**src/hw/rtl/xz_aws_pkg.sv**
```systemverilog
// Package for the XZ angle window score core.
// Holds CORDIC constants, the atan table, the stage word type and register codes.
// No dependencies.
package xz_aws_pkg;

  localparam int ANGLE_ITERATIONS = 16;
  localparam int ATAN_LEN         = 24;
  localparam int XW               = 36;
  localparam int ZW               = 28;
  localparam int CFG_W            = 22;

  typedef logic signed [ZW-1:0] ang_acc_t;

  localparam ang_acc_t PI_Q24 = 28'sd52707179;
  localparam logic signed [15:0] PI_Q13 = 16'sd25736;
  localparam logic [15:0] SCORE_ONE = 16'd32768;
  localparam ang_acc_t ROUND_Q13 = 28'sd1024;

  localparam ang_acc_t ATAN_TAB [ATAN_LEN] = '{
    28'sd13176795, 28'sd7778716, 28'sd4110060, 28'sd2086331, 28'sd1047214, 28'sd524117,
    28'sd262123, 28'sd131069, 28'sd65536, 28'sd32768, 28'sd16384, 28'sd8192,
    28'sd4096, 28'sd2048, 28'sd1024, 28'sd512, 28'sd256, 28'sd128,
    28'sd64, 28'sd32, 28'sd16, 28'sd8, 28'sd4, 28'sd2
  };

  typedef struct packed {
    logic signed [XW-1:0] x;
    logic signed [XW-1:0] y;
    logic signed [ZW-1:0] z;
    logic                 zero;
  } cordic_word_t;

  typedef enum logic [2:0] {
    REG_REF_X,
    REG_REF_Z,
    REG_MIN_ANGLE,
    REG_MAX_ANGLE,
    REG_INV_SPAN,
    REG_FILTER_EN,
    REG_SCORE_EN
  } cfg_reg_t;

  typedef enum logic [1:0] {
    SC_ONE,
    SC_ZERO,
    SC_RAMP
  } score_sel_t;

endpackage

```
**src/hw/rtl/xz_aws_pre.sv**
```systemverilog
// Front end: products of reference and candidate, cross/dot, half-plane fold.
// Two registered stages with local handshake. Depends on xz_aws_pkg.
module xz_aws_pre
  import xz_aws_pkg::*;
(
  input  logic                clk,
  input  logic                rst_n,
  input  logic                valid_i,
  output logic                ready_o,
  input  logic signed [15:0]  fwd_x_i,
  input  logic signed [15:0]  fwd_z_i,
  input  logic signed [15:0]  ref_x_i,
  input  logic signed [15:0]  ref_z_i,
  output logic                valid_o,
  input  logic                ready_i,
  output cordic_word_t        word_o
);

  logic signed [16:0] nrz;
  logic signed [32:0] pa_nxt, pb_nxt, pc_nxt, pd_nxt;
  logic signed [32:0] pa_r, pb_r, pc_r, pd_r;
  logic               v1_r, v2_r;
  logic               load1, load2;
  logic signed [33:0] cross_w, dot_w;
  cordic_word_t       word_nxt, word_r;

  assign load2   = !v2_r || ready_i;
  assign load1   = !v1_r || load2;
  assign ready_o = load1;

  assign nrz    = -{ref_z_i[15], ref_z_i};
  assign pa_nxt = nrz * fwd_x_i;
  assign pb_nxt = ref_x_i * fwd_x_i;
  assign pc_nxt = nrz * fwd_z_i;
  assign pd_nxt = ref_x_i * fwd_z_i;

  always_ff @(posedge clk) begin
    if (!rst_n) begin
      v1_r <= 1'b0;
    end else if (load1) begin
      v1_r <= valid_i;
    end
  end

  always_ff @(posedge clk) begin
    if (load1) begin
      pa_r <= pa_nxt;
      pb_r <= pb_nxt;
      pc_r <= pc_nxt;
      pd_r <= pd_nxt;
    end
  end

  assign cross_w = {pa_r[32], pa_r} - {pd_r[32], pd_r};
  assign dot_w   = {pc_r[32], pc_r} + {pb_r[32], pb_r};

  always_comb begin
    word_nxt.zero = (cross_w == '0) && (dot_w == '0);
    if (dot_w < 0) begin
      word_nxt.x = -{{(XW-34){dot_w[33]}}, dot_w};
      word_nxt.y = -{{(XW-34){cross_w[33]}}, cross_w};
      word_nxt.z = (cross_w >= 0) ? PI_Q24 : -PI_Q24;
    end else begin
      word_nxt.x = {{(XW-34){dot_w[33]}}, dot_w};
      word_nxt.y = {{(XW-34){cross_w[33]}}, cross_w};
      word_nxt.z = '0;
    end
  end

  always_ff @(posedge clk) begin
    if (!rst_n) begin
      v2_r <= 1'b0;
    end else if (load2) begin
      v2_r <= v1_r;
    end
  end

  always_ff @(posedge clk) begin
    if (load2) begin
      word_r <= word_nxt;
    end
  end

  assign valid_o = v2_r;
  assign word_o  = word_r;

endmodule

```
**config.mk**
```make
export PLATFORM = sky130hd
export DESIGN_NAME = xz_aws_pre
export DESIGN_NICKNAME = d
export VERILOG_FILES = /design/src/hw/rtl/xz_aws_pkg.sv /design/src/hw/rtl/xz_aws_pre.sv
export SDC_FILE = /design/constraint.sdc
export NUM_CORES = 2
export LEC_CHECK = 0
export ABC_CLOCK_PERIOD_IN_PS = 10000
export CORE_MARGIN = 2
export CORE_UTILIZATION = 65
export CTS_BUF_LIST = sky130_fd_sc_hd__clkbuf_4
export DETAILED_ROUTE_END_ITERATION = 10
export DONT_BUFFER_PORTS = 1
export HOLD_SLACK_MARGIN = 0.12
export PLACE_DENSITY = 0.84
export SLEW_MARGIN = 20
export SYNTH_ARGS = -nofsm -noshare
export SYNTH_HDL_FRONTEND = slang
export SYNTH_SLANG_ARGS = --single-unit
export TNS_END_PERCENT = 20
```
**constraint.sdc**
```tcl
create_clock -name clk -period 10 [get_ports clk]
set_input_delay 1 -clock clk [delete_from_list [all_inputs] [get_ports clk]]
set_output_delay 1 -clock clk [all_outputs]
set_load 0.1 [all_outputs]
```
==> reports/metrics.yaml <==
outcome: "completed"
synth-edff-count: 206
finalWirelength_mm: 124
cts.sinks: 208
yosysWarnings: 0
clk_pin_slew_ps: 60
slew_violations: 0
nets: 6946
fp-row-count: 103
ys_ff_latch: 208
reg2reg_depth: 13
clk_latency_ps: 830
cp-start-kind: "input port"
skew_ps: 55.2
slowest_delay_ps: 740
layout_common_cells: "inv_1 (1,294), fa_1 (1,078), nand2_1 (632)"
arrival_ps: 8980
cp_common_cell: "fa_1"
ant_nets: 0
end_kind: "flip-flop"
grt_max_degree: 77
avgSynthCellArea_um2: 9.38
num_vias: 37600
holdPathStages: 1
cts_setup_buffers: 0
place_congestion: 0.903
hold_viol_final: 0
synth_flop_cell: "edfxtp_1"
place_area_um2: 52900
die_w_um: 287
drv_cap: 0
cpMaxStageDelayCell: "xor2_2"
crit_fanout: 17
grt_pass1_wl_mm: 206
clock.fmax_mhz: 119
drc: 0
post_cts_resized: 0
viasPerCell: 5.78
final.setup.worst_slack_ps: 1570
dpl_worst_slack_ps: 815
dp_hpwl_mm: 96.0
grt_pass1_vias: 40600
core_um2: 79300
dieArea_um2: 82500
synth.distinct_cells: 89
wire_per_inst_um: 19.0
io_buffers: 0
initial_utilization: 0.658
setup_violations: 0
mappedNetlistArea_um2: 52200
cts_tree: "built"
slew_headroom: 0.277
cts_root_buffer: "clkbuf_4"
grt_usage: 0.316
overflow: 0
die_h_um: 287
initialDrtViolationCount: 2745
rsz0062_at_grt: "false"
critPathKind: "in -> reg"
finalCriticalPeriod_ps: 8430
stdcell_area_um2: 53600
drive_above_1_share: 0.0327
numCtsBuffers: 60
area_delta_synth_final_pct: 2.81
async_reset_ff_frac: 0
htree_levels: 2
netlist_instances: 5562
io_pins: 171
antenna_found_initial: 1
min_path_type: "in -> reg"
fin_setup_tns_ps: 0
final_common_cell: "inv_1"
ys_seq_area_frac: 0.119
crit_required_ps: 10540
clockBufferDepth: 3
hold_buffers: 0
timing.final.crit_share: 0.843
dr.pass1.iters: 7
tightestPinTransition_ps: 1080
[per-stage QoR]
step	hold WS [ps]	std cells	utilization
floorplan	463	5563	-
global placement	557	6387	0.667
detailed placement	554	6387	0.667
CTS	253	6495	0.677
global route	281	6496	0.677
finish	313	6497	0.677
[logic make-up after synthesis]
| group | after synthesis | synth area share |
|---|---|---|
| other | 1 | 0.0000719 |
| flip-flops | 208 | 0.119 |
| XOR/XNOR | 270 | 0.0453 |
| adder cells (fa/ha/maj) | 1479 | 0.510 |
| buffers and inverters | 1550 | 0.113 |
| AND/OR/NAND/NOR | 1507 | 0.143 |
| multiplexers | 6 | 0.00120 |
| AO/OA/AOI/OAI | 541 | 0.0682 |
[synth_stat cells (6+ instances only)]
library cell / count / share of area
o21ai_0: 101 / 0.0097
and3_1: 21 / 0.0025
and2_1: 460 / 0.055
o211ai_1: 13 / 0.0019
a21oi_1: 151 / 0.014
o41ai_1: 6 / 0.0010
or2_2: 8 / 0.00096
nor3_1: 34 / 0.0033
nor4_1: 12 / 0.0014
o31ai_1: 15 / 0.0022
nand2b_1: 54 / 0.0065
or3_1: 17 / 0.0020
fa_1: 1078 / 0.41
clkbuf_1: 226 / 0.016
nand3_1: 43 / 0.0041
a21o_1: 78 / 0.011
nand2_1: 633 / 0.046
o21bai_1: 21 / 0.0030
a211oi_1: 13 / 0.0019
buf_4: 26 / 0.0037
a21boi_0: 6 / 0.00086
inv_1: 1295 / 0.093
nand4_1: 20 / 0.0024
xor2_1: 74 / 0.012
o21a_1: 30 / 0.0043
nor2b_1: 24 / 0.0029
o22ai_1: 7 / 0.00084
edfxtp_1: 206 / 0.12
a31oi_1: 26 / 0.0031
o2111ai_1: 6 / 0.0010
xnor2_1: 196 / 0.033
ha_1: 401 / 0.096
nor2_1: 154 / 0.011
[state kept, by name (all words and copies together), names as in the netlist]
name and cells:
valid_o 1, pd_r 32, pc_r 33, word_o 76, pb_r 32, pa_r 33, v1_r 1
[final cells by class]
class	instances	area (um^2)
clock inverter	19	109
clock buffer	89	668
tap	1050	1310
antenna	2	5.00
multi-input combinational	3805	40200
inverter	1296	4870
sequential	208	6230
fill	5937	25600
timing repair buffer	28	295
[worst max-delay path, delay by kind of cell]
| kind | cells | cell delay [ps] |
|---|---|---|
| and+or+nand+nor | 5 | 1550 |
| AOI/OAI and AO/OA | 8 | 2110 |
| buffers and inverters | 3 | 150 |
| adders and majority gates | 7 | 3340 |
| xor gates and xnor gates | 2 | 830 |
[path summary, 6_finish.rpt]
check             startpoint         to  slack [ps]
hold / removal         rst_n    valid_o         310
setup / recovery  ref_z_i[8]   pa_r[32]        1570
hold reg to reg         v1_r       v1_r         570
setup reg to reg     pd_r[1]  word_o[0]        4440
[layer usage]
| metal | up-vias | global-route usage | share of wire |
|---|---|---|---|
| met4 | 0 | 0.154 | 0.057 |
| met1 | 18900 | 0.406 | 0.37 |
| met3 | 329 | 0.0683 | 0.10 |
| met2 | 1804 | 0.512 | 0.47 |
| met5 | - | 0 | 0 |
| li1 | 16500 | - | - |
Power is left out: the tool's default activity adds up to more than one toggle a clock period on the data nets, which glitch-free logic cannot reach.
