<file path="src/hw/rtl/xz_aws_pkg.sv">
// Package for the XZ angle window score core.
// Holds CORDIC constants, the atan table, the stage word type and register codes.
// No dependencies.
package xz_aws_pkg;

  localparam int ANGLE_ITERATIONS = 16;
  localparam int ATAN_LEN         = 24;
  localparam int XW               = 36;
  localparam int ZW               = 28;
  localparam int CFG_W            = 22;

  typedef logic signed [ZW-1:0] ang_acc_t;

  localparam ang_acc_t PI_Q24 = 28'sd52707179;
  localparam logic signed [15:0] PI_Q13 = 16'sd25736;
  localparam logic [15:0] SCORE_ONE = 16'd32768;
  localparam ang_acc_t ROUND_Q13 = 28'sd1024;

  localparam ang_acc_t ATAN_TAB [ATAN_LEN] = '{
    28'sd13176795, 28'sd7778716, 28'sd4110060, 28'sd2086331, 28'sd1047214, 28'sd524117,
    28'sd262123, 28'sd131069, 28'sd65536, 28'sd32768, 28'sd16384, 28'sd8192,
    28'sd4096, 28'sd2048, 28'sd1024, 28'sd512, 28'sd256, 28'sd128,
    28'sd64, 28'sd32, 28'sd16, 28'sd8, 28'sd4, 28'sd2
  };

  typedef struct packed {
    logic signed [XW-1:0] x;
    logic signed [XW-1:0] y;
    logic signed [ZW-1:0] z;
    logic                 zero;
  } cordic_word_t;

  typedef enum logic [2:0] {
    REG_REF_X,
    REG_REF_Z,
    REG_MIN_ANGLE,
    REG_MAX_ANGLE,
    REG_INV_SPAN,
    REG_FILTER_EN,
    REG_SCORE_EN
  } cfg_reg_t;

  typedef enum logic [1:0] {
    SC_ONE,
    SC_ZERO,
    SC_RAMP
  } score_sel_t;

endpackage

</file>
<file path="src/hw/rtl/xz_aws_post.sv">
// Back end: angle rounding and clamp, window test, score ramp, output register.
// Three registered stages with local handshake. Depends on xz_aws_pkg.
module xz_aws_post
  import xz_aws_pkg::*;
(
  input  logic               clk,
  input  logic               rst_n,
  input  logic               valid_i,
  output logic               ready_o,
  input  cordic_word_t       word_i,
  input  logic signed [15:0] min_angle_i,
  input  logic signed [15:0] max_angle_i,
  input  logic [21:0]        inv_span_i,
  input  logic               filter_en_i,
  input  logic               score_en_i,
  output logic               valid_o,
  input  logic               ready_i,
  output logic               filtered_o,
  output logic [15:0]        score_o,
  output logic signed [15:0] angle_o
);

  logic               v1_r, v2_r, v3_r;
  logic               load1, load2, load3;
  ang_acc_t           z_rnd;
  logic signed [16:0] z_q13;
  logic signed [15:0] ang_nxt, ang1_r, ang2_r, ang3_r;
  logic               flt_nxt, flt1_r, flt2_r, flt3_r;
  score_sel_t         sel_nxt, sel1_r, sel2_r;
  logic signed [16:0] diff_w;
  logic [15:0]        diff1_r;
  logic [37:0]        prod2_r;
  logic [23:0]        prod_sh;
  logic [15:0]        score_nxt, score3_r;

  assign load3   = !v3_r || ready_i;
  assign load2   = !v2_r || load3;
  assign load1   = !v1_r || load2;
  assign ready_o = load1;

  // round Q.24 to Q2.13, clamp to +-pi
  assign z_rnd = word_i.z + ROUND_Q13;
  assign z_q13 = z_rnd[ZW-1:11];

  always_comb begin
    if (word_i.zero) begin
      ang_nxt = '0;
    end else if (z_q13 > 17'(PI_Q13)) begin
      ang_nxt = PI_Q13;
    end else if (z_q13 < -17'(PI_Q13)) begin
      ang_nxt = -PI_Q13;
    end else begin
      ang_nxt = z_q13[15:0];
    end
  end

  assign flt_nxt = filter_en_i && ((ang_nxt < min_angle_i) || (ang_nxt > max_angle_i));
  assign diff_w  = {ang_nxt[15], ang_nxt} - {min_angle_i[15], min_angle_i};

  always_comb begin
    if (!score_en_i || (ang_nxt >= max_angle_i)) begin
      sel_nxt = SC_ONE;
    end else if (ang_nxt <= min_angle_i) begin
      sel_nxt = SC_ZERO;
    end else begin
      sel_nxt = SC_RAMP;
    end
  end

  always_ff @(posedge clk) begin
    if (!rst_n) begin
      v1_r <= 1'b0;
      v2_r <= 1'b0;
      v3_r <= 1'b0;
    end else begin
      if (load1) begin
        v1_r <= valid_i;
      end
      if (load2) begin
        v2_r <= v1_r;
      end
      if (load3) begin
        v3_r <= v2_r;
      end
    end
  end

  always_ff @(posedge clk) begin
    if (load1) begin
      ang1_r  <= ang_nxt;
      flt1_r  <= flt_nxt;
      sel1_r  <= sel_nxt;
      diff1_r <= diff_w[15:0];
    end
  end

  always_ff @(posedge clk) begin
    if (load2) begin
      ang2_r  <= ang1_r;
      flt2_r  <= flt1_r;
      sel2_r  <= sel1_r;
      prod2_r <= diff1_r * inv_span_i;
    end
  end

  assign prod_sh = prod2_r[37:14];

  always_comb begin
    case (sel2_r)
      SC_ONE:  score_nxt = SCORE_ONE;
      SC_ZERO: score_nxt = '0;
      SC_RAMP: score_nxt = (prod_sh > {8'd0, SCORE_ONE}) ? SCORE_ONE : prod_sh[15:0];
      default: score_nxt = SCORE_ONE;
    endcase
  end

  always_ff @(posedge clk) begin
    if (load3) begin
      ang3_r   <= ang2_r;
      flt3_r   <= flt2_r;
      score3_r <= score_nxt;
    end
  end

  assign valid_o    = v3_r;
  assign filtered_o = flt3_r;
  assign score_o    = score3_r;
  assign angle_o    = ang3_r;

endmodule

</file>
<file path="config.mk">
export PLATFORM = sky130hd
export DESIGN_NAME = xz_aws_post
export DESIGN_NICKNAME = d
export VERILOG_FILES = /design/src/hw/rtl/xz_aws_pkg.sv /design/src/hw/rtl/xz_aws_post.sv
export SDC_FILE = /design/constraint.sdc
export NUM_CORES = 1
export LEC_CHECK = 0
export ABC_CLOCK_PERIOD_IN_PS = 21200
export BUFFER_PORTS_ARGS = -buffer_cell sky130_fd_sc_hd__buf_2
export CORE_UTILIZATION = 25
export CTS_CLUSTER_SIZE = 10
export DETAILED_ROUTE_END_ITERATION = 8
export PLACE_DENSITY = 0.45
export SETUP_SLACK_MARGIN = 0.5
export SLEW_MARGIN = 5
export SYNTH_ARGS = -nofsm -noshare
export SYNTH_HDL_FRONTEND = slang
export SYNTH_SLANG_ARGS = --single-unit
</file>
<file path="constraint.sdc">
create_clock -name clk -period 21.2 [get_ports clk]
set_clock_uncertainty 0.1 [all_clocks]
set_input_delay 5.3 -clock clk [delete_from_list [all_inputs] [get_ports clk]]
set_output_delay 5.3 -clock clk [all_outputs]
set_load 0.005 [all_outputs]
</file>
==> results of run 1 <==
-- cell usage after synthesis (all sizes together) (3+ instances only) --
cell type / count / share of area (%)
a21boi: 3 / 0.13
a21o: 18 / 0.85
a21oi: 50 / 1.6
a31o: 3 / 0.16
a31oi: 10 / 0.37
and2: 183 / 6.8
and3: 4 / 0.15
and4: 4 / 0.22
buf: 11 / 0.54
clkbuf: 57 / 1.4
dfxtp: 3 / 0.36
edfxtp: 111 / 20
fa: 278 / 33
ha: 142 / 11
inv: 370 / 8.2
nand2: 226 / 5.0
nand2b: 9 / 0.38
nand3: 22 / 0.68
nand4: 14 / 0.56
nor2: 36 / 0.89
nor2b: 15 / 0.60
nor3: 18 / 0.67
nor4: 10 / 0.41
o211ai: 4 / 0.18
o21a: 8 / 0.36
o21ai: 23 / 0.73
o21bai: 3 / 0.13
o22ai: 7 / 0.26
o31a: 3 / 0.16
o31ai: 4 / 0.18
or2: 4 / 0.15
or3: 3 / 0.11
xnor2: 34 / 1.9
xor2: 18 / 0.94
-- state kept, by name, indices dropped and copies added (netlist names) --
signal      count
sel1_r          2
ang1_r         16
v1_r            1
angle_o        16
v2_r            1
valid_o         1
filtered_o      1
prod2_r        24
sel2_r          2
ang2_r         16
flt2_r          1
diff1_r        16
flt1_r          1
score_o        16
-- metrics by stage --
step,utilization [%],hold slack [ns],area [um2],setup slack (ns),instances
after floorplan,-,0.300,16800,9.37,1737
after global placement,27.6,0.302,18300,9.20,2659
after detailed placement,27.6,0.305,18300,9.17,2659
after CTS,28.5,0.311,18900,9.45,2690
after global routing,28.5,0.316,18900,9.17,2690
final,28.5,0.313,18900,9.46,2690
-- final cells by class --
class | count | area (um2) | share of cell area (%)
Clock buffer | 17 | 425 | 2.25
Clock inverter | 14 | 205 | 1.09
Inverter | 370 | 1390 | 7.35
Multi-Input combinational cell | 1184 | 11700 | 62.1
Sequential cell | 114 | 3390 | 18.0
Tap cell | 864 | 1080 | 5.72
Timing Repair Buffer | 127 | 671 | 3.55
-- routing by layer --
metal  wire length (um)  vias up  global-route usage [%]
met2              22500      216                    24.1
met4                600        0                    2.89
met3               1370       41                    1.79
met1              18900     5956                    16.8
li1                   -     5547                       -
met5                  0        -                       0
-- worst paths after layout --
check	cells past startpoint	endpoint	slack (ns)
worst max-delay path	5	ready_o	9.46
worst min-delay path	0	ang2_r[5]	0.31
worst max register to register	20	prod2_r[37]	13.75
worst min register to register	0	ang2_r[5]	0.31
-- critical path, delay by kind of cell --
kind / cells / cell delay, ns
buffers and inverters: 3 / 0.58
and+or+nand+nor: 2 / 0.42
-- kinds of logic (layout without fill, tap and decap cells) --
| logic type | Yosys count | in the layout |
|---|---|---|
| AOI/OAI and AO/OA | 153 | 153 |
| xor gates and xnor gates | 52 | 52 |
| adders and majority gates | 420 | 420 |
| buffers and inverters | 439 | 528 |
| DFF | 114 | 114 |
| muxes | 1 | 1 |
| and+or+nand+nor | 558 | 558 |
==> results.json, run 1 <==
{
  "status": "complete, no violations",
  "synth_xor_area_share_pct": 2.82,
  "crit_path_max_fanout": 37,
  "track_usage_pct": 13.3,
  "synth_top_family_by_area": "adder cells",
  "h-tree-depth": 4,
  "io_buffers": 113,
  "syn_area_um2": 16800,
  "path_common_cell": "buf_2",
  "synth_compound_area_share_pct": 5.97,
  "post_cts_resized": 0,
  "cp.arrival_ns": 6.34,
  "areaGrowthSynthToFinish_pct": 12.2,
  "vias_per_cell": 4.37,
  "ys_warn_count": 0,
  "dr.pass1.iters": 5,
  "hp-class": "reg -> reg",
  "synth_ff_type": "edfxtp_1",
  "final_cell_mix": "inv_1, fa_1, nand2_1, and2_1, ha_1",
  "cts_setup_buffers": 0,
  "ant_nets": 0,
  "rows": 94,
  "clock_path_buffers": 2,
  "path_cells": "buf_2, nor2b_1, nand3_2, buf_4, buf_2",
  "grt_pass1_vias": 12700,
  "path_clk_slew_ns": 0.06,
  "layout.nets": 2395,
  "max_freq_mhz": 85.2,
  "clk_latency_ns": 0.44,
  "antenna_found_initial": 0,
  "relSlewSlack_pct": 22.8,
  "grt_pass1_wl_um": 69900,
  "crit_path_top_delay_cell": "nor2b_1",
  "rsz0062_at_grt": "false",
  "clock-sinks": 114,
  "worst_pin_slew_ns": 1.16,
  "hold_viol": 0,
  "hold_buffers": 0,
  "fp.dieArea_um2": 68400,
  "synthesis.nets": 2318,
  "ys_types": 77,
  "finalSetupViolCount": 0,
  "vias": 11800,
  "hold_start": "ang1_r[5]",
  "drc": 0,
  "grt_max_degree": 44,
  "dpl.hpwl_um": 34000,
  "chipWidth_um": 262,
  "gp_congestion": 0.825,
  "core_area_um2": 66200,
  "critPathMaxStageDelay_ns": 0.32,
  "routed_wirelength_um": 43400,
  "yosys.area_share.simple_pct": 17.2,
  "cts_tree": "done",
  "n_antenna_cell": 0,
  "drv_slew": 0,
  "period_share_pct": 55.4,
  "async_reset_ff_share_pct": 0,
  "fp.dieH_um": 262,
  "endpoint_kind": "primary output",
  "final_common_cell": "inv_1",
  "fillers": 7026,
  "overflow": 0,
  "synthAdderAreaFrac_pct": 43.6,
  "drtIter0Drc": 486,
  "min_period_ns": 11.74,
  "start_util_pct": 25.4,
  "cap_violations": 0,
  "wl_per_cell_um": 16.1,
  "drive_gt1_share_pct": 10.1,
  "critPathLaunch": "ready_i",
  "criticalPathCategory": "in -> out",
  "synthCells": 1737,
  "synth_area_per_cell_um2": 9.69,
  "cts_root_buf": "clkbuf_16",
  "ios": 196,
  "numCtsBuffers": 17,
  "setup_tns_ns": 0,
  "required_ns": 15.80,
  "synth.area.mux_share_pct": 0.0594,
  "synth-edff-count": 111,
  "ys_ff_latch": 114,
  "ys_seq_area_share_pct": 20.2,
  "setup.worst_path.start_class": "input port",
  "reg2reg_from": "diff1_r[3]"
}
Power of run 1 is left out: the tool's default activity adds up to more than one toggle a clock period on the data nets, which glitch-free logic cannot reach.
==> run 2: changes to the inputs <==
Settings changed: ABC_AREA set to 1, ABC_CLOCK_PERIOD_IN_PS 21200 to 10400, PLACE_DENSITY 0.45 to 0.46.
Clock period 21.2 ns to 10.4 ns, I/O delays scaled along.
==> results.json, run 2 <==
{
  "ios": 196,
  "setup_slack_ns": 2.18,
  "areaGrowthSynthToFinish_pct": 12.0,
  "ys_warn_count": 0,
  "h-tree-depth": 4,
  "largest_reg_flops": 24,
  "crit_path_max_fanout": 16,
  "grt_max_degree": 44,
  "antenna_found_initial": 3,
  "numCtsBuffers": 17,
  "rows": 97,
  "period_share_pct": 79.1,
  "vias_per_cell": 4.21,
  "layout.nets": 2829,
  "cts_root_buf": "clkbuf_16",
  "ant_nets": 0,
  "synth-edff-count": 111,
  "cts_setup_buffers": 0,
  "drv_slew": 0,
  "required_ns": 10.47,
  "path_common_cell": "fa_1",
  "drtIter0Drc": 608,
  "n_antenna_cell": 0,
  "rr_worst_depth": 20,
  "fin_util_pct": 28.3,
  "setup.worst_path.start_class": "input port",
  "dr.pass1.iters": 5,
  "finalSetupViolCount": 0,
  "chipWidth_um": 268,
  "wl_per_cell_um": 14.5,
  "track_usage_pct": 13.8,
  "whs_endpoint": "angle_o[8]",
  "routed_wirelength_um": 46300,
  "synth_most_common_cell": "inv_1",
  "grt_pass1_vias": 15000,
  "criticalPathCategory": "in -> reg",
  "synth_area_leaders": "fa_1, edfxtp_1, inv_1",
  "async_reset_ff_share_pct": 0,
  "worst_pin_slew_ns": 1.03,
  "min_period_ns": 8.22,
  "hold_viol": 0,
  "min_path_cells": 0,
  "ys_ff_latch": 114,
  "rsz0062_at_grt": "false",
  "fp.dieH_um": 268,
  "endpoint_kind": "flop",
  "vias": 13500,
  "critPathTopFamily": "adder cells",
  "setup_tns_ns": 0,
  "hold_buffers": 0,
  "drc": 0,
  "r2r_end": "prod2_r[34]",
  "synth.largest_area_cell": "fa_1",
  "gp_congestion": 0.862,
  "r2r_slack_ns": 3.84,
  "path_cells": "buf_2, nand2_1, fa_1, inv_1, fa_1, fa_1, inv_1, fa_1, fa_1, fa_1, inv_1, ha_1, nand2_1, nor2_1, inv_1, o21ai_0, a21oi_1, o21ai_0, nand3_1, nand3_1, nand2_1",
  "critPathMaxStageDelay_ns": 0.56,
  "reg2reg_from": "diff1_r[9]",
  "synth_common_cells": "inv_1, nand2_1, fa_1, ha_1, edfxtp_1",
  "synth_ff_type": "edfxtp_1",
  "synthCells": 2181,
  "cp_num_buf_inv": 5,
  "core_area_um2": 70100,
  "start_util_pct": 25.3,
  "dpl_worst_slack_ns": 1.82,
  "dpl.hpwl_um": 37900,
  "drive_gt1_share_pct": 8.58,
  "synthesis.nets": 2762,
  "path_clk_slew_ns": 0.06,
  "yosysTopAreaCellShare_pct": 31.4,
  "io_buffers": 113,
  "final_cell_mix": "inv_1, nand2_1, fa_1, ha_1, buf_2",
  "top_register": "prod2_r",
  "ys_types": 40,
  "hold_start": "ang2_r[8]",
  "clock-sinks": 114,
  "clk_latency_ns": 0.43,
  "fillers": 7693,
  "status": "complete, no violations",
  "crit_path_top_delay_cell": "fa_1",
  "clock_path_buffers": 2,
  "syn_area_um2": 17700,
  "overflow": 0,
  "final_common_cell": "inv_1",
  "relSlewSlack_pct": 31.3,
  "cp.arrival_ns": 8.29,
  "hp-class": "reg -> reg",
  "ys_seq_area_share_pct": 19.1,
  "fp.dieArea_um2": 72000,
  "cts_tree": "done",
  "max_freq_mhz": 122,
  "cap_violations": 0,
  "post_cts_resized": 0,
  "grt_pass1_wl_um": 78000,
  "synth_area_per_cell_um2": 8.14
}
[run 2: cell types whose count changed after synthesis, sizes merged, moves of 15 or more]
cell / delta
xnor2: -22
nor2: +55
and2: -183
inv: +256
o21ai: +23
nand2: +347
nor2b: -15
nand3: +15
[run 2: per-layer routing]
| layer | wire length, um | GRT usage (%) | vias up |
|---|---|---|---|
| met2 | 24100 | 25.9 | 215 |
| met3 | 1480 | 1.72 | 45 |
| met1 | 20100 | 16.7 | 6656 |
| met5 | 37 | 0 | - |
| met4 | 537 | 2.47 | 6 |
| li1 | - | - | 6559 |
[run 2: final cells by class]
class	instances	area [um2]	area share (%)
inverters	627	2350	11.8
flip-flops and latches	114	3390	17.1
repair buffers	125	656	3.30
well taps	940	1180	5.92
clock buffers	17	425	2.14
multi-input cells	1363	11700	58.9
clock inverters	15	164	0.825
[run 2: logic make-up after synthesis]
kind of cell             share of synthesized area [%]
XOR/XNOR                                          1.97
flip-flops                                        19.1
adder cells (fa/ha/maj)                           41.4
buffers and inverters                             15.0
AO/OA/AOI/OAI                                     4.75
AND/OR/NAND/NOR                                   17.8
[run 2: per-stage QoR]
step / instances / hold WS (ns) / area (um2)
global placement: 3169 / 0.303 / 19300
floorplan: 2181 / 0.300 / 17700
finish: 3201 / 0.318 / 19900
global route: 3201 / 0.322 / 19900
CTS: 3201 / 0.320 / 19900
detailed placement: 3169 / 0.305 / 19300
[run 2: worst max path at each step]
stage / from / endpoint / slack, ns / depth (start not counted)
floorplan: inv_span_i[12] / prod2_r[34] / 2.37 / 22
global placement: inv_span_i[9] / prod2_r[34] / 1.87 / 21
detailed placement: inv_span_i[12] / prod2_r[34] / 1.82 / 21
CTS: inv_span_i[12] / prod2_r[34] / 2.27 / 21
global route: inv_span_i[9] / prod2_r[34] / 1.80 / 21
finish: inv_span_i[12] / prod2_r[34] / 2.18 / 21
Power of run 2 is left out for the same reason.
==> run 3: changes to the inputs <==
Settings changed: ABC_CLOCK_PERIOD_IN_PS 10400 to 6800.
Clock period 10.4 ns to 6.8 ns, I/O delays scaled along.
==> results.json, run 3 (same netlist as run 2, synthesis figures left out) <==
{
  "cts_root_buf": "clkbuf_16",
  "hold_viol": 0,
  "clock-sinks": 114,
  "drv_slew": 0,
  "endpoint_kind": "flop",
  "routed_wirelength_um": 48400,
  "drive_gt1_share_pct": 25.6,
  "setup.worst_path.start_class": "input port",
  "reg2reg_from": "diff1_r[4]",
  "layout.nets": 3012,
  "chipWidth_um": 268,
  "hold_buffers": 0,
  "rsz0062_at_grt": "true",
  "io_buffers": 113,
  "areaGrowthSynthToFinish_pct": 29.9,
  "path_clk_slew_ns": 0.05,
  "h-tree-depth": 4,
  "cts_tree": "done",
  "min_period_ns": 6.58,
  "vias_per_cell": 4.22,
  "finalSetupViolCount": 0,
  "fillers": 7463,
  "core_area_um2": 70100,
  "wl_per_cell_um": 14.3,
  "largest_reg_flops": 24,
  "min_path_cells": 0,
  "whs_endpoint": "ang2_r[1]",
  "ant_nets": 0,
  "top_register": "prod2_r",
  "grt_max_degree": 44,
  "worst_pin_slew_ns": 0.998,
  "status": "complete, no violations",
  "start_util_pct": 25.3,
  "grtUsageMet2_pct": 25.9,
  "grt_use_met3_pct": 1.57,
  "clock_path_buffers": 2,
  "grt_pass1_wl_um": 80100,
  "antenna_found_initial": 5,
  "final_cell_mix": "inv_1, nand2_1, fa_1, buf_4, ha_1",
  "drc": 0,
  "max_freq_mhz": 152,
  "cp.arrival_ns": 6.63,
  "rr_worst_depth": 22,
  "period_share_pct": 96.7,
  "overflow": 0,
  "fp.dieH_um": 268,
  "vias": 14300,
  "r2r_slack_ns": 0.48,
  "clk_latency_ns": 0.42,
  "relSlewSlack_pct": 33.5,
  "grt_most_used_layer": "met2",
  "final_common_cell": "inv_1",
  "numCtsBuffers": 17,
  "hold_ws_ns": 0.315,
  "hp-class": "reg -> reg",
  "crit_path_max_fanout": 6,
  "r2r_end": "prod2_r[29]",
  "gp_congestion": 0.839,
  "hold_start": "ang1_r[1]",
  "rows": 97,
  "required_ns": 6.85,
  "met1_usage_pct": 17.2,
  "dr.pass1.iters": 6,
  "drtIter0Drc": 651,
  "grt_pass1_vias": 15600,
  "ios": 196,
  "dpl.hpwl_um": 40500,
  "fp.dieArea_um2": 72000,
  "criticalPathCategory": "in -> reg",
  "track_usage_pct": 14.1,
  "cap_violations": 0
}
[run 3: changes by cell type in the layout (fill, tap and decap cells not counted), moves of 20 or more]
| cell | change |
|---|---|
| fa_2 | +21 |
| inv_1 | -41 |
| o21ai_0 | -20 |
| nand2_2 | +37 |
| ha_4 | +23 |
| a21oi_1 | -28 |
| nand2_4 | +22 |
| buf_4 | +139 |
| nor2_1 | -23 |
| fa_1 | -21 |
| buf_6 | +38 |
| inv_2 | +41 |
| nand2_1 | -61 |
| ha_1 | -23 |
[run 3: area by class of cell]
cell class,instances,area [um2],area share [%]
Clock buffer,18,429,1.86
Multi-Input combinational cell,1363,13100,56.7
Timing Repair Buffer,308,2490,10.8
Clock inverter,14,140,0.608
Inverter,627,2350,10.2
Tap cell,940,1180,5.10
Antenna cell,1,2.50,0.0109
Sequential cell,114,3390,14.7
[run 3: critical path, cell delays in order]
cell and delay, ns:
buf_12 0.11, buf_12 0.13, buf_6 0.13, nand2_4 0.05, inv_2 0.05, fa_1 0.55, fa_1 0.44, fa_1 0.48
fa_2 0.52, fa_1 0.56, inv_2 0.04, fa_1 0.51, inv_2 0.05, ha_4 0.27, buf_12 0.13, nand2_8 0.09
nor2_4 0.05, buf_6 0.12, a21oi_4 0.16, nand2_1 0.08, nand2_1 0.10, nand3_2 0.12, xor2_2 0.17
[run 3: through the flow]
step	cell area (um2)	TNS (ns)	std cells	util (%)	setup slack [ns]
floorplan	18300	0	2181	-	0.0772
global placement	20700	-8.77	3315	29.5	-0.489
detailed placement	20700	-9.39	3315	29.5	-0.496
CTS	22300	0	3368	31.7	0.271
global route	23000	0	3385	32.8	0.103
finish	23000	0	3385	32.8	0.221
[run 3: timing repair]
| item | in CTS | in global routing |
|---|---|---|
| resized for setup | 228 | 156 |
| endpoints found under the hold margin | 0 | 0 |
| cloned | 1 | 0 |
| endpoints found under the setup margin | 24 | 24 |
| pin swaps | 99 | 100 |
| setup buffers | 20 | 16 |
[run 3: worst max-delay path by stage]
stage,start,cells past startpoint,end
after global routing,inv_span_i[14],24,prod2_r[36]
after global placement,inv_span_i[12],20,prod2_r[37]
after detailed placement,inv_span_i[13],21,prod2_r[31]
after CTS,inv_span_i[13],23,prod2_r[36]
final,inv_span_i[7],23,prod2_r[37]
after floorplan,inv_span_i[13],24,prod2_r[27]
[run 3: metal layers]
layer  share of wire [%]  up-vias
li1                    -     6923
met1                  42     7056
met2                  52      228
met3                 2.8       71
met4                 2.2        8
met5                0.10        -
Power of run 3 is left out for the same reason.
